**src/rtl/packed_cuckoo_filter_lookup_macros.svh**
```systemverilog
// Assertion macros for the packed cuckoo filter lookup.
`ifndef PACKED_CUCKOO_FILTER_LOOKUP_MACROS_SVH
`define PACKED_CUCKOO_FILTER_LOOKUP_MACROS_SVH

// Same-cycle implication, checked out of reset.
`define PCF_ASSERT_NOW(lbl, ante, cons, msg) \
  lbl: assert property (@(posedge clk_i) disable iff (!rst_ni) (ante) |-> (cons)) \
    else $error(msg);

// Next-cycle implication, checked out of reset.
`define PCF_ASSERT_NEXT(lbl, ante, cons, msg) \
  lbl: assert property (@(posedge clk_i) disable iff (!rst_ni) (ante) |=> (cons)) \
    else $error(msg);

`endif

```
**src/rtl/pcf_pkg.sv**
```systemverilog
// Shared types and constants of the packed cuckoo filter lookup.
package pcf_pkg;

  // Entry geometry
  localparam int FP_BITS     = 27;
  localparam int BUCKET_WAYS = 4;
  localparam int BUCKET_BITS = FP_BITS * BUCKET_WAYS;
  localparam int SLOTS       = 2 * BUCKET_WAYS;

  // Fingerprint modulus, one below the 27-bit mask
  localparam logic [FP_BITS-1:0] FP_MOD = 27'h7FFFFFE;

  // Number of fold steps that bring a 64-bit hash below 2^27
  localparam logic [2:0] FOLD_STEPS = 3'd4;

  // Reset value of the bucket count register
  localparam logic [12:0] BCNT_RST = 13'd4096;

  // Item kinds carried in tuser
  localparam logic KIND_WRITE  = 1'b0;
  localparam logic KIND_LOOKUP = 1'b1;

  // One table byte write
  typedef struct packed {
    logic        en;
    logic [15:0] addr;
    logic [7:0]  data;
  } wr_req_t;

  // Fingerprint unit status
  typedef struct packed {
    logic               done;
    logic [FP_BITS-1:0] fp;
  } fp_stat_t;

endpackage

```
**src/rtl/pcf_fp_mod.sv**
```systemverilog
// Fingerprint unit: (hash mod 0x7FFFFFE) + 1 by iterative folding.
module pcf_fp_mod
  import pcf_pkg::*;
(
  input  logic        clk_i,
  input  logic        rst_ni,
  input  logic        start_i,
  input  logic [63:0] hash_i,
  output fp_stat_t    stat_o
);

  logic [63:0]        v_q, v_d;
  logic [2:0]         cnt_q, cnt_d;
  logic               busy_q, busy_d;
  logic               done_q, done_d;
  logic [FP_BITS-1:0] fp_q, fp_d;
  logic [38:0]        fold_sum;
  logic [FP_BITS-1:0] red;

  // 2^27 == 2 mod M, so hi * 2^27 + lo folds to hi * 2 + lo
  always_comb begin
    fold_sum = {1'b0, v_q[63:27], 1'b0} + 39'(v_q[26:0]);
    red      = (v_q[26:0] >= FP_MOD) ? (v_q[26:0] - FP_MOD) : v_q[26:0];
  end

  always_comb begin
    v_d    = v_q;
    cnt_d  = cnt_q;
    busy_d = busy_q;
    done_d = done_q;
    fp_d   = fp_q;
    if (start_i) begin
      v_d    = hash_i;
      cnt_d  = '0;
      busy_d = 1'b1;
      done_d = 1'b0;
    end else if (busy_q) begin
      if (cnt_q == FOLD_STEPS) begin
        // final compare-subtract, then offset by one
        fp_d   = red + 27'd1;
        busy_d = 1'b0;
        done_d = 1'b1;
      end else begin
        v_d   = 64'(fold_sum);
        cnt_d = cnt_q + 3'd1;
      end
    end
  end

  always_ff @(posedge clk_i or negedge rst_ni) begin
    if (!rst_ni) begin
      cnt_q  <= '0;
      busy_q <= 1'b0;
      done_q <= 1'b0;
    end else begin
      cnt_q  <= cnt_d;
      busy_q <= busy_d;
      done_q <= done_d;
    end
  end

  // datapath, no reset
  always_ff @(posedge clk_i) begin
    v_q  <= v_d;
    fp_q <= fp_d;
  end

  assign stat_o.done = done_q;
  assign stat_o.fp   = fp_q;

endmodule

```
**config.mk**
```make
export PLATFORM = sky130hd
export DESIGN_NAME = pcf_fp_mod
export DESIGN_NICKNAME = d
export VERILOG_FILES = /design/src/rtl/packed_cuckoo_filter_lookup_macros.svh /design/src/rtl/pcf_pkg.sv /design/src/rtl/pcf_fp_mod.sv
export SDC_FILE = /design/constraint.sdc
export NUM_CORES = 1
export LEC_CHECK = 0
export ABC_AREA = 1
export BUFFER_PORTS_ARGS = -buffer_cell sky130_fd_sc_hd__buf_2
export CORE_MARGIN = 2
export CORE_UTILIZATION = 50
export DETAILED_ROUTE_END_ITERATION = 10
export MAX_ROUTING_LAYER = met4
export PLACE_DENSITY = 0.74
export SYNTH_ARGS = -nofsm -noshare
export SYNTH_HDL_FRONTEND = slang
export SYNTH_SLANG_ARGS = --single-unit
```
**constraint.sdc**
```tcl
create_clock -name clk_i -period 6.15 [get_ports clk_i]
set_clock_uncertainty 0.05 [all_clocks]
set_input_delay 0.9225 -clock clk_i [delete_from_list [all_inputs] [get_ports clk_i]]
set_output_delay 0.9225 -clock clk_i [all_outputs]
set_load 0.02 [all_outputs]
```
* Word-level counts from Yosys, hierarchy flattened
Cells that the tools add are included.
** Storage, ports and cells
- Input bits :: 67
- Logic and storage cells :: 31
- Output and inout port bits :: 28
- Register bits :: 96
** Operators by class
- Magnitude comparators :: 1
- Add/sub/neg operators :: 4
- Bitwise operators :: 1
- Mux-type cells :: 13
- Reduce and logical (&&, ||, !) cells :: 5
- Equal/unequal tests :: 2
** Operator list (number)
- $mux W64 :: 3
- $add A38 B27 Y39 :: 1
- $add A27 B1 Y27 const B :: 1
- $ge A27 B27 Y1 const B :: 1
- $mux W27 :: 1
- $sub A27 B27 Y27 const B :: 1
- $mux W3 :: 3
- $mux W1 :: 6
- $reduce_and A2 Y1 :: 2
- $reduce_bool A2 Y1 :: 2
- $add A3 B1 Y3 const B :: 1
- $eq A3 B3 Y1 const B :: 1
- $reduce_and A3 Y1 :: 1
- $ne A2 B2 Y1 const B :: 1
- $not A1 Y1 :: 1

* Longest topological paths before layout
Gate-level depths: netlist of the first run.
- Word-level depth :: 4
- Depth in mapped cells :: 18
- Depth with buffers taken out :: 18

* Worst setup path after synthesis of the first run
Ideal clock, no wire load.
- Kind :: register to register
- From :: register cnt_q[0]
- To :: register cnt_q[0]
- Data required time :: 5.739 ns
- Data arrival time :: 5.432 ns
- Period minus slack after synthesis :: 5.843 ns
- Slack :: 0.307 ns
- Setup time :: 0.361 ns
- Cell stages (with the launch flop) :: 7
- Path buffers :: 0
- Cell sequence :: dfrtp_1 -> inv_1 -> ha_1 -> nand2_1 -> inv_1 -> o21ai_0 -> o21ai_0
** On the way
- Word-level cells in the longest chain between the ends :: 4
- Elaborated cells on any way between the ends :: 7
- Classes of those cells :: add/sub: 1; eq/ne: 2; mux: 3; reduce/logical: 1
** RTL lines
- start: declaration :: RTL line pcf_fp_mod.sv:13 : logic [2:0] cnt_q, cnt_d;
- start signal: assignment :: RTL line pcf_fp_mod.sv:56 : cnt_q <= cnt_d;
- $add A3 B1 Y3 :: RTL line pcf_fp_mod.sv:45 : cnt_d = cnt_q + 3'd1;
- $mux W3 :: RTL line pcf_fp_mod.sv:38 : if (cnt_q == FOLD_STEPS) begin
- $mux W3 :: RTL line pcf_fp_mod.sv:37 : end else if (busy_q) begin
- $mux W3 :: RTL line pcf_fp_mod.sv:32 : if (start_i) begin
Parallel ways exist; a longest one is shown, timed or not. The select of a mux whose other input is x is not followed.
A chain may end at the register's enable or synchronous reset.

* Final worst setup path of the first run
- From :: register v_q[1]
- To :: register v_q[33], data pin
** On the way
- Word-level cells in the longest chain between the ends :: 4
** RTL lines
- start: declaration :: RTL line pcf_fp_mod.sv:12 : logic [63:0] v_q, v_d;
- start signal: assignment :: RTL line pcf_fp_mod.sv:64 : v_q <= v_d;
- $add A38 B27 Y39 :: RTL line pcf_fp_mod.sv:22 : fold_sum = {1'b0, v_q[63:27], 1'b0} + 39'(v_q[26:0]);
- $mux W64 :: RTL line pcf_fp_mod.sv:38
- $mux W64 :: RTL line pcf_fp_mod.sv:37
- $mux W64 :: RTL line pcf_fp_mod.sv:32
- net v_d[33] :: RTL line pcf_fp_mod.sv:12
The timed path passes the listed nets, and every way through them passes these cells. The select of a mux whose other input is x is not followed.

==> reports/qor.csv, run 1 <==
stage,metric,value,unit
place,IO Port Bufs,94,
timing,Tightest Pin Transition,0.8066,ns
synthesis,Mean Syn Cell Area,7.430,um2
synthesis,Netlist Area Pre-Place,0.006880,mm2
timing,Rel. slew slack,46.23,%
worst_setup_path,crit path from,v_q[1],
worst_setup_path,crit path launch type,flop,
timing,RSZ-0062 raised after global routing,false,
cells_and_area,Layout area overhead,13.95,%
clock_tree,"Setup Fix Bufs, Post-CTS",0,
detailed_routing,ANT nets after route,0,
clock_tree,Worst-Skew Late Latency,0.36,ns
clock_tree,TritonCTS clock tree,done,
synthesis,synth unique cells,37,
pwr,pwr dens,358.3,mW/mm2
outcome,status,completed,
global_routing,first-pass GRT wire length,26830,um
timing,Setup Total Neg Slack,0,ns
timing,Max Slew Vio Count,0,
floorplanning,Initial Util,51.55,%
worst_setup_path,Critical Path Fanout Max,5,
cells_and_area,share of layout cells above drive strength 1,15.74,%
job,Max Cap Viol,0,
global_routing,GR Overflow Total,0,
detailed_routing,DRT iter0 DRCs,400,
worst_setup_path,worst r2r src,v_q[1],
timing,Final setup violation count,0,
clock_tree,CTS Root Buffer Type,clkbuf_16,
clock_tree,post-CTS sizing,0,
floorplanning,Top Ports,95,
cells_and_area,Layout Nets,1116,
floorplanning,DIE HEIGHT,121.3,um
global_routing,M2 GR Usage,41.71,%
detailed_routing,Vias/cell,5.176,
timing,"Worst Setup Slack, final",3.170,ns
synthesis,Post-Syn Instances,926,
timing,period utilization,48.46,%
timing,Final Hold Vio Count,0,
floorplanning,# rows,42,
worst_setup_path,CP arrival,3.05,ns
cells_and_area,number of fill cells,1277,
global_routing,number of global-route vias before repair,5789,
detailed_routing,DRC violations left,0,
clock_tree,maximum clock path buffer count,2,
detailed_routing,WL final,16920,um
clock_tree,CTS Sinks,96,
timing,post-route minimum period,2.980,ns
timing,fmax,0.3356,GHz
detailed_routing,DR vias,6206,
synthesis,post-synthesis sequential area ratio,41.53,%
worst_setup_path,CP required,6.22,ns
synthesis,ys async rst share,5.208,%
detailed_routing,first-pass iteration count of the detailed router,7,
global_routing,initial antenna violation count,0,
place,Placement Setup Slack,2.792,ns
hold_path,worst hold path class,in2async,
worst_setup_path,Worst R2R Setup Slack,3.17,ns
worst_setup_path,Worst R2R Path Depth,14,
clock_tree,"Hold-fix buffers, CTS",0,
clock_tree,CTS Buf Count,9,
synthesis,number of synthesized register bits,96,
global_routing,largest net degree at the start of global routing,77,
detailed_routing,routed length per instance,14.11,um
cells_and_area,ANT cells,0,
synthesis,Ys Warns,0,
pwr,Lkg Pwr,3.805,nW
place,Final Wtd Congestion,0.9860,
worst_setup_path,R2R Path End,v_q[33],
floorplanning,Die Area,0.01471,mm2
worst_setup_path,critical path type,reg2reg,
synthesis,Main synth FF type,edfxtp_1,
clock_tree,H-Tree Level Count,3,
floorplanning,total core area,0.01335,mm2
place,Post-DP HPWL,13270,um
floorplanning,Die X-Extent,121.3,um
global_routing,GR Util met1,28.73,%
global_routing,total track usage,24.25,%
pwr,Peak supply drop,0.1548,mV
clock_tree,"CTS clk-pin slew, worst paths",0.07,ns
worst_setup_path,CP endpoint kind,flop,
synthesis,syn_nets,1024,
global_routing,met3 usage,4.088,%
worst_setup_path,worst setup path end,v_q[33],
global_routing,GR peak layer,met2,
synthesis,number of flops mapped to enable cells by yosys,91,
==> how the worst min path moves through the flow <==
| stage | cells past startpoint | slack, ns | from | end |
|---|---|---|---|---|
| 6_report | 1 | 0.32 | rst_ni | cnt_q[0] |
| 3_5_place_dp | 2 | 0.42 | done_q | done_q |
| 5_1_grt | 1 | 0.32 | rst_ni | done_q |
| 4_1_cts | 1 | 0.32 | rst_ni | cnt_q[0] |
| 2_1_floorplan | 1 | 0.40 | cnt_q[2] | cnt_q[2] |
| 3_3_place_gp | 1 | 0.42 | cnt_q[2] | cnt_q[2] |
==> cells in the mapped netlist (all sizes together), types with 2 or more instances <==
cell	count	area, um2
a21o	6	45.04
nand3b	9	67.56
a31oi	4	25.02
nor3	11	55.05
buf	8	50.03
a21boi	4	30.03
edfxtp	91	2733
o21bai	4	30.03
nand3	74	400.4
nand4	6	37.54
xor2	15	131.4
a21oi	36	180.2
inv	116	435.4
nor2	121	506.7
o22ai	2	12.51
xnor2	8	70.07
dfrtp	5	125.1
o21ai	40	200.2
or2	13	81.33
clkbuf	8	30.03
nor4	2	12.51
nand2	308	1194
ha	30	375.4
==> flip-flops by register name (all words and copies together), names as in the netlist <==
register	flops
fp_q	27
done_q	1
busy_q	1
v_q	64
cnt_q	3
==> stage by stage <==
| step | utilization [%] | power (mW) | cells | hold WS (ns) | area, um2 |
|---|---|---|---|---|---|
| 2_1_floorplan | - | 1.897 | 926 | 0.3967 | 6880 |
| 3_3_place_gp | 56.39 | 2.187 | 1183 | 0.4211 | 7527 |
| 3_5_place_dp | 56.39 | 2.205 | 1183 | 0.4225 | 7527 |
| 4_1_cts | 58.74 | 2.807 | 1199 | 0.3160 | 7840 |
| 5_1_grt | 58.74 | 3.025 | 1199 | 0.3166 | 7840 |
| 6_report | 58.74 | 2.809 | 1199 | 0.3213 | 7840 |
==> metal layers <==
layer  part of all wire (%)  up-vias
met1                     43     2803
li1                       -     3202
met4                    2.8        0
met5                      0        -
met3                    4.9       28
met2                     49      173
==> layout by cell type (no fill, tap or decap), types with 2 or more instances in the layout <==
master      Yosys  layout
nor2_2         12      13
nand2_2         6       6
a21boi_0        4       4
nand4_1         6       6
nor4_1          2       2
ha_1           30      30
a21o_1          6       6
edfxtp_1       91      91
inv_2           4       4
nand2_1       299     299
clkbuf_16       0       9
o22ai_1         2       2
buf_4           2       3
nand2_4         3       3
or2_2          13      13
nor2_4          3       3
a31oi_1         4       4
nor3_1         11      11
nand3_2         6       6
buf_2           1      94
bufinv_16       0       2
nor2_1        106     105
nand3b_1        9       9
xnor2_1         8       8
inv_1         112     112
a21oi_1        36      36
nand3_1        68      68
o21ai_0        40      39
clkinvlp_4      0       2
xor2_1         15      15
o21bai_1        4       4
dfrtp_1         5       5
==> cells by family (layout without fill, tap and decap cells) <==
kind of cell               after synthesis  count (layout)  share of synthesized area, %
DFF                                     96              96                         41.53
and+or+nand+nor                        544             544                         34.22
xor gates and xnor gates                23              23                         2.928
AOI/OAI and AO/OA                      100             100                         8.074
adders and majority gates               31              31                         5.747
buffers and inverters                  132             229                         7.492
==> layout make-up <==
cell class / instances / area [um2] / share of cell area (%)
sequential: 96 / 2858 / 36.45
clock inverter: 6 / 83.83 / 1.069
clock buffer: 10 / 229.0 / 2.921
inverter: 116 / 435.4 / 5.554
tap: 176 / 220.2 / 2.809
multi-input combinational: 698 / 3521 / 44.91
timing repair buffer: 97 / 493.0 / 6.288
==> worst max-delay path, stage by stage (launching register included) <==
cell	delay, ns
edfxtp_1	0.47
ha_1	0.27
inv_1	0.11
fa_1	0.41
o21ai_0	0.40
a21o_1	0.23
nand2_1	0.07
nand2_1	0.15
nand2_1	0.07
nand2_1	0.17
nand2_1	0.11
nand2_1	0.07
nand2_1	0.04
nand3_1	0.06
nand2_1	0.06
==> power breakdown <==
part	total, mW	internal, mW	switching, mW
combinational	1.15	0.415	0.730
clock	0.600	0.354	0.246
sequential	1.06	0.901	0.163
Note: power is estimated with default switching activity, not from simulation.
==> run 2: changes to the inputs <==
PLACE_DENSITY = 0.71   (was 0.74)
clock period = 2.9 ns   (was 6.15 ns; I/O delays follow)
==> run 2 against run 1 <==
- highest routed layer unchanged
- register-to-register slack worse by 3.0 ns
- core utilization increased by 0.72 points
- critical path depth rose by 2
- combinational power grew 130%
- clock power rose by 95%
- first-iteration DRC count rose by 1.3%
- sequential share of layout area shrank 0.44 points
- wire length rose by 6.2%
- design area grew 1.2%
- via count grew 1.7%
==> reports/qor.csv, run 2 (same netlist as run 1, synthesis figures left out) <==
stage,metric,value,unit,change
detailed_routing,Vias/cell,5.196,,+0.38%
place,Final Wtd Congestion,0.9901,,+0.42%
place,IO Port Bufs,94,,unchanged
timing,Final setup violation count,0,,unchanged
global_routing,initial antenna violation count,0,,unchanged
pwr,Gate power share,43.9,%,+3.1 points
pwr,pwr dens,758.2,mW/mm2,+110%
cells_and_area,Top Registers,"v_q x64, fp_q x27, cnt_q x3",,
floorplanning,Initial Util,51.55,%,unchanged
cells_and_area,"commonest cells after routing, fill and taps aside","nand2_1 (298), inv_1 (111), nor2_1 (105)",,
clock_tree,CTS Sinks,96,,unchanged
job,Max Cap Viol,0,,unchanged
timing,Max Slew Vio Count,0,,unchanged
global_routing,largest net degree at the start of global routing,45,,-42%
pwr,Switching Fraction,41.25,%,+0.70 points
worst_setup_path,crit path launch type,flop,,
pwr,total power,6.018,mW,+110%
cells_and_area,Layout area overhead,15.35,%,
detailed_routing,WL final,17960,um,+6.2%
pwr,Psw,2.482,mW,+120%
floorplanning,Die Area,0.01471,mm2,unchanged
place,placed cell count,1198,,+1.3%
timing,"Worst Setup Slack, final",0.2045,ns,-2.965 ns
timing,RSZ-0062 raised after global routing,false,,
timing,period utilization,92.95,%,+44 points
timing,post-route minimum period,2.696,ns,-0.2845 ns
global_routing,total track usage,26.00,%,+1.7 points
pwr,Flop pwr share,36.7,%,-1.2 points
global_routing,first-pass GRT wire length,28750,um,+7.1%
clock_tree,"CTS clk-pin slew, worst paths",0.06,ns,about the same
clock_tree,H-Tree Level Count,3,,unchanged
detailed_routing,DRT iter0 DRCs,405,,+1.3%
timing,Final Hold Vio Count,0,,unchanged
detailed_routing,DR vias,6313,,+1.7%
pwr,clock network fraction of design power,19.5,%,-1.9 points
global_routing,GR Overflow Total,0,,unchanged
floorplanning,DIE HEIGHT,121.3,um,unchanged
cells_and_area,share of layout cells above drive strength 1,17.13,%,+1.4 points
worst_setup_path,critical path type,reg2reg,,
floorplanning,Die X-Extent,121.3,um,unchanged
timing,WHS,0.2884,ns,-0.03289 ns
cells_and_area,"Cell Count, Final, Fillers Out",1215,,+1.3%
pwr,Peak supply drop,0.3249,mV,+110%
global_routing,number of global-route vias before repair,5944,,+2.7%
floorplanning,Top Ports,95,,unchanged
worst_setup_path,CP required,2.94,ns,-3.28 ns
timing,Rel. slew slack,61.01,%,+15 points
clock_tree,Worst-Skew Late Latency,0.35,ns,about the same
floorplanning,# rows,42,,unchanged
cells_and_area,Largest register FFs,64,,unchanged
cells_and_area,Top reg by flops,v_q,,
detailed_routing,DRC violations left,0,,unchanged
clock_tree,CTS Root Buffer Type,clkbuf_16,,
clock_tree,TritonCTS clock tree,done,,
worst_setup_path,CP endpoint kind,flop,,
floorplanning,total core area,0.01335,mm2,unchanged
cells_and_area,"most common cell after layout, fill and taps aside",nand2_1,,
pwr,internal power,3.535,mW,+110%
hold_path,worst hold path class,in2reg,,
cells_and_area,Layout Nets,1132,,+1.4%
place,Post-DP HPWL,14490,um,+9.2%
worst_setup_path,Critical Path Fanout Max,4,,-1
clock_tree,CTS Buf Count,9,,unchanged
timing,Tightest Pin Transition,0.5797,ns,-0.2269 ns
detailed_routing,first-pass iteration count of the detailed router,5,,-2
detailed_routing,routed length per instance,14.79,um,+4.8%
timing,fmax,0.3710,GHz,+11%
worst_setup_path,CP arrival,2.74,ns,-0.31 ns
outcome,status,completed,,
pwr,Lkg Pwr,3.872,nW,+1.7%
cells_and_area,ANT cells,0,,unchanged
detailed_routing,ANT nets after route,0,,unchanged
clock_tree,maximum clock path buffer count,2,,unchanged
place,Placement Setup Slack,-0.006991,ns,-2.799 ns
## run 2: changes by cell type in the layout (fill, tap and decap cells not counted), sizes merged
cell	delta
clkbuf	+2
bufinv	-1
buf	+15
clkinv	+1
clkinvlp	-2
dlygate4sd3	+1
## run 2: critical path, stage by stage, from the launching register on
cell and delay [ns]:
edfxtp_1 0.37, ha_2 0.24, inv_1 0.11, fa_1 0.41, o21ai_1 0.21, buf_4 0.15, nand2_1 0.06, nand2_1 0.09
a21oi_1 0.11, inv_2 0.11, nand2_1 0.07, nand2_2 0.12, nand2_1 0.09, nand2_1 0.07, nand2_1 0.05, nand3_1 0.07
nand2_1 0.08
## run 2: layer usage
layer  global-route usage [%]  vias to the layer above  wire, um
met3                    3.665                       32       632
li1                         -                     3230         -
met5                        -                        -         0
met2                    45.75                      153      9009
met1                    31.09                     2898      7944
met4                    7.615                        0       378
## run 2: timing repair
| item | in CTS | in global routing |
|---|---|---|
| resized for setup | 1 | 4 |
| cloned | 0 | 0 |
| setup buffers | 0 | 0 |
| hold endpoints to repair | 5 | 0 |
| hold buffers | 1 | 0 |
| endpoints found under the setup margin | 2 | 8 |
## run 2: final timing paths
path / end / depth (start not counted) / slack (ns) / startpoint
worst max-delay path: v_q[23] / 16 / 0.20 / v_q[1]
worst min-delay path: v_q[50] / 3 / 0.29 / hash_i[50]
worst max register to register: v_q[23] / 16 / 0.20 / v_q[1]
worst min register to register: cnt_q[2] / 1 / 0.43 / cnt_q[2]
max in group asynchronous: done_q / 2 / 2.26 / rst_ni
min in group asynchronous: cnt_q[1] / 2 / 0.40 / rst_ni
## run 2: power by group through the flow
stage / Clock, mW / Sequential (mW) / Combinational (mW)
after global routing: 1.24 / 2.24 / 2.99
final: 1.17 / 2.21 / 2.64
after global placement: 0 / 2.22 / 2.60
after detailed placement: 0 / 2.23 / 2.60
after floorplan: 0 / 2.15 / 1.86
after CTS: 1.19 / 2.20 / 2.61
## run 2: stage by stage
step	utilization (%)	setup TNS (ns)	instance area (um2)
final	59.46	0	7936
after global routing	59.46	0	7936
after CTS	59.42	0	7931
after detailed placement	57.24	-0.006991	7640
after global placement	57.24	0	7640
after floorplan	-	0	6884
## run 2: cell type report
cell class | instances | area (um2)
clock buffers | 12 | 236.5
clock inverters | 4 | 45.04
fillers | 1297 | 5411
inverters | 116 | 435.4
multi-input cells | 698 | 3526
flip-flops and latches | 96 | 2858
well taps | 176 | 220.2
repair buffers | 113 | 615.6
==> run 3: changes to the inputs <==
PLACE_DENSITY = 0.74   (was 0.71)
==> run 3 against run 2 <==
- sequential power about the same
- combinational power hardly changed
- clock-buffer cell count down 2
- hold slack worse by 0.014 ns
- wire length barely moved
- register-to-register slack is essentially flat
- first-iteration DRC count rose by 5.7%
- final cell count unchanged
- core utilization down 0.056 points
- global-route usage decreased by 0.17 points
- flip-flop and latch count did not move
- worst setup slack got worse by 0.0071 ns
- critical path type unchanged
==> reports/qor.csv, run 3 (same netlist as run 1, synthesis figures left out) <==
stage,metric,value,unit,change
clock_tree,"CTS clk-pin slew, worst paths",0.07,ns,about the same
cells_and_area,number of fill cells,1242,,-4.2%
cells_and_area,"most common cell after layout, fill and taps aside",nand2_1,,
detailed_routing,WL final,17950,um,about the same
cells_and_area,Final Cell Area,0.007929,mm2,about the same
pwr,Peak supply drop,0.3094,mV,-4.8%
global_routing,first-pass GRT wire length,28410,um,-1.2%
cells_and_area,Layout Nets,1132,,unchanged
hold_path,hold path depth,3,,unchanged
place,Post-DP HPWL,14230,um,-1.8%
worst_setup_path,critical path depth,16,,unchanged
worst_setup_path,Critical Path Fanout Max,7,,+3
hold_path,worst hold path class,in2reg,,
detailed_routing,DR top layer,met4,,
worst_setup_path,Worst Path Buf+Inv,3,,unchanged
pwr,Lkg Pwr,3.872,nW,about the same
worst_setup_path,slowest CP cell,edfxtp_1,,
cells_and_area,Top Registers,"v_q x64, fp_q x27, cnt_q x3",,
place,Placement Setup Slack,0.06500,ns,+0.07199 ns
cells_and_area,Largest register FFs,64,,unchanged
clock_tree,CTS Root Buffer Type,clkbuf_16,,
floorplanning,DIE HEIGHT,121.3,um,unchanged
detailed_routing,met3 wire len,722,um,+14%
clock_tree,maximum clock path buffer count,2,,unchanged
clock_tree,Worst-Skew Late Latency,0.36,ns,about the same
global_routing,GR Overflow Total,0,,unchanged
global_routing,number of global-route vias before repair,5887,,-0.96%
detailed_routing,Vias/cell,5.112,,-1.6%
worst_setup_path,"CP delay by family, top",simple AND/OR/NAND/NOR gates,,
floorplanning,Die X-Extent,121.3,um,unchanged
clock_tree,CTS Buf Count,9,,unchanged
worst_setup_path,CP arrival,2.77,ns,+0.03 ns
cells_and_area,"Cell Count, Final, Fillers Out",1215,,unchanged
worst_setup_path,CP endpoint kind,flop,,
detailed_routing,ANT nets after route,0,,unchanged
detailed_routing,first-pass iteration count of the detailed router,7,,+2
cells_and_area,sequential cell area,0.002858,mm2,unchanged
worst_setup_path,CP max stage delay,0.48,ns,+0.07 ns
cells_and_area,multi-input combinational cell area,0.003523,mm2,about the same
worst_setup_path,crit-path cells,nand2_1 -> nor2_1 -> nand2_1 -> nor2_1 -> nand2_1 -> nand3_1 -> nand2_2 -> inv_1 -> ha_1 -> nand4_1 -> inv_1 -> nand2_1 -> inv_1 -> nand2_1 -> nand2_1 -> nand2_1,,
place,post-place instance area,0.007630,mm2,-0.13%
job,Max Cap Viol,0,,unchanged
detailed_routing,DRC violations left,0,,unchanged
global_routing,total track usage,25.83,%,-0.17 points
detailed_routing,routed length per instance,14.78,um,about the same
timing,Max Slew Vio Count,0,,unchanged
timing,fmax,0.3700,GHz,-0.26%
worst_setup_path,cell mode on critical path,nand2_1,,
cells_and_area,ANT cells,0,,unchanged
cells_and_area,"commonest cells after routing, fill and taps aside","nand2_1 (299), inv_1 (112), nor2_1 (105)",,
floorplanning,# rows,42,,unchanged
worst_setup_path,Worst R2R Path Depth,16,,unchanged
global_routing,initial antenna violation count,0,,unchanged
clock_tree,CTS Sinks,96,,unchanged
timing,period utilization,93.19,%,+0.24 points
timing,Final setup violation count,0,,unchanged
timing,Rel. slew slack,53.23,%,-7.8 points
timing,RSZ-0062 raised after global routing,false,,
timing,"Worst Setup Slack, final",0.1974,ns,-0.007051 ns
detailed_routing,DR vias,6211,,-1.6%
timing,Final Hold Vio Count,0,,unchanged
floorplanning,total core area,0.01335,mm2,unchanged
global_routing,largest net degree at the start of global routing,76,,+69%
timing,Tightest Pin Transition,0.7016,ns,+0.1219 ns
worst_setup_path,critical path type,reg2reg,,
pwr,total power,5.987,mW,-0.50%
floorplanning,Die Area,0.01471,mm2,unchanged
floorplanning,Initial Util,51.55,%,unchanged
pwr,pwr dens,755.1,mW/mm2,-0.41%
cells_and_area,share of layout cells above drive strength 1,17.04,%,-0.096 points
detailed_routing,Routed met1 length,7980,um,+0.45%
cells_and_area,Top reg by flops,v_q,,
timing,post-route minimum period,2.703,ns,+0.007051 ns
worst_setup_path,CP required,2.97,ns,+0.03 ns
detailed_routing,met2 routed WL,8698,um,-3.5%
place,IO Port Bufs,94,,unchanged
timing,Setup Total Neg Slack,0,ns,unchanged
place,Final Wtd Congestion,0.9668,,-2.4%
clock_tree,TritonCTS clock tree,done,,
worst_setup_path,crit path launch type,flop,,
floorplanning,Top Ports,95,,unchanged
detailed_routing,DRT iter0 DRCs,428,,+5.7%
place,placed cell count,1195,,-0.25%
clock_tree,H-Tree Level Count,3,,unchanged
outcome,status,completed,,
cells_and_area,Layout area overhead,15.24,%,about the same
run 3: cell count changes in the layout (fill, tap and decap cells not counted), sizes merged:
cell | previous run | this run
clkbuf | 12 | 10
bufinv | 1 | 0
clkinv | 3 | 4
clkinvlp | 0 | 1
inv | 116 | 117
run 3: timing repair:
action                                 CTS  global route
setup endpoints to repair                0             6
hold buffers                             1             0
resized for setup                        0             1
endpoints found under the hold margin    5             0
buffers inserted                         0             3
run 3: routing by layer:
| layer | vias to the layer above | GRT usage (%) |
|---|---|---|
| met4 | 0 | 11.42 |
| li1 | 3221 | - |
| met3 | 38 | 2.773 |
| met5 | - | - |
| met2 | 155 | 43.43 |
| met1 | 2797 | 31.54 |
run 3: final cells by class:
class                           count  share of cell area (%)
Sequential cell                    96                   36.04
Timing Repair Buffer              113                   7.922
Clock inverter                      6                  0.4418
Clock buffer                       10                   2.888
Multi-Input combinational cell    698                   44.44
Tap cell                          176                   2.777
Inverter                          116                   5.492
run 3: path summary, 6_finish.rpt:
kind	to	from	slack [ns]
setup reg to reg	fp_q[24]	v_q[16]	0.20
hold reg to reg	cnt_q[2]	cnt_q[2]	0.44
max in group asynchronous	busy_q	rst_ni	2.30
min in group asynchronous	cnt_q[2]	rst_ni	0.37
setup / recovery	fp_q[24]	v_q[16]	0.20
hold / removal	v_q[61]	hash_i[61]	0.27
run 3: power breakdown:
part	internal, mW	switching (mW)
registers	1.91	0.296
clock network	0.577	0.537
logic	0.984	1.69
total	3.47	2.52
run 3: worst reg2reg max path, cell delays in order (launching register included):
cell and delay (ns):
edfxtp_1 0.48, nand2_1 0.11, nor2_1 0.11, nand2_1 0.06, nor2_1 0.19, nand2_1 0.18
nand3_1 0.13, nand2_2 0.09, inv_1 0.06, ha_1 0.21, nand4_1 0.27, inv_1 0.17
nand2_1 0.10, inv_1 0.09, nand2_1 0.05, nand2_1 0.06, nand2_1 0.05
run 3: metrics by stage:
stage                     util, %  hold slack (ns)
after CTS                   59.21           0.2729
after floorplan                 -          0.08941
after global routing        59.40           0.2869
after detailed placement    57.16           0.2079
after global placement      57.16           0.2063
final                       59.40           0.2744
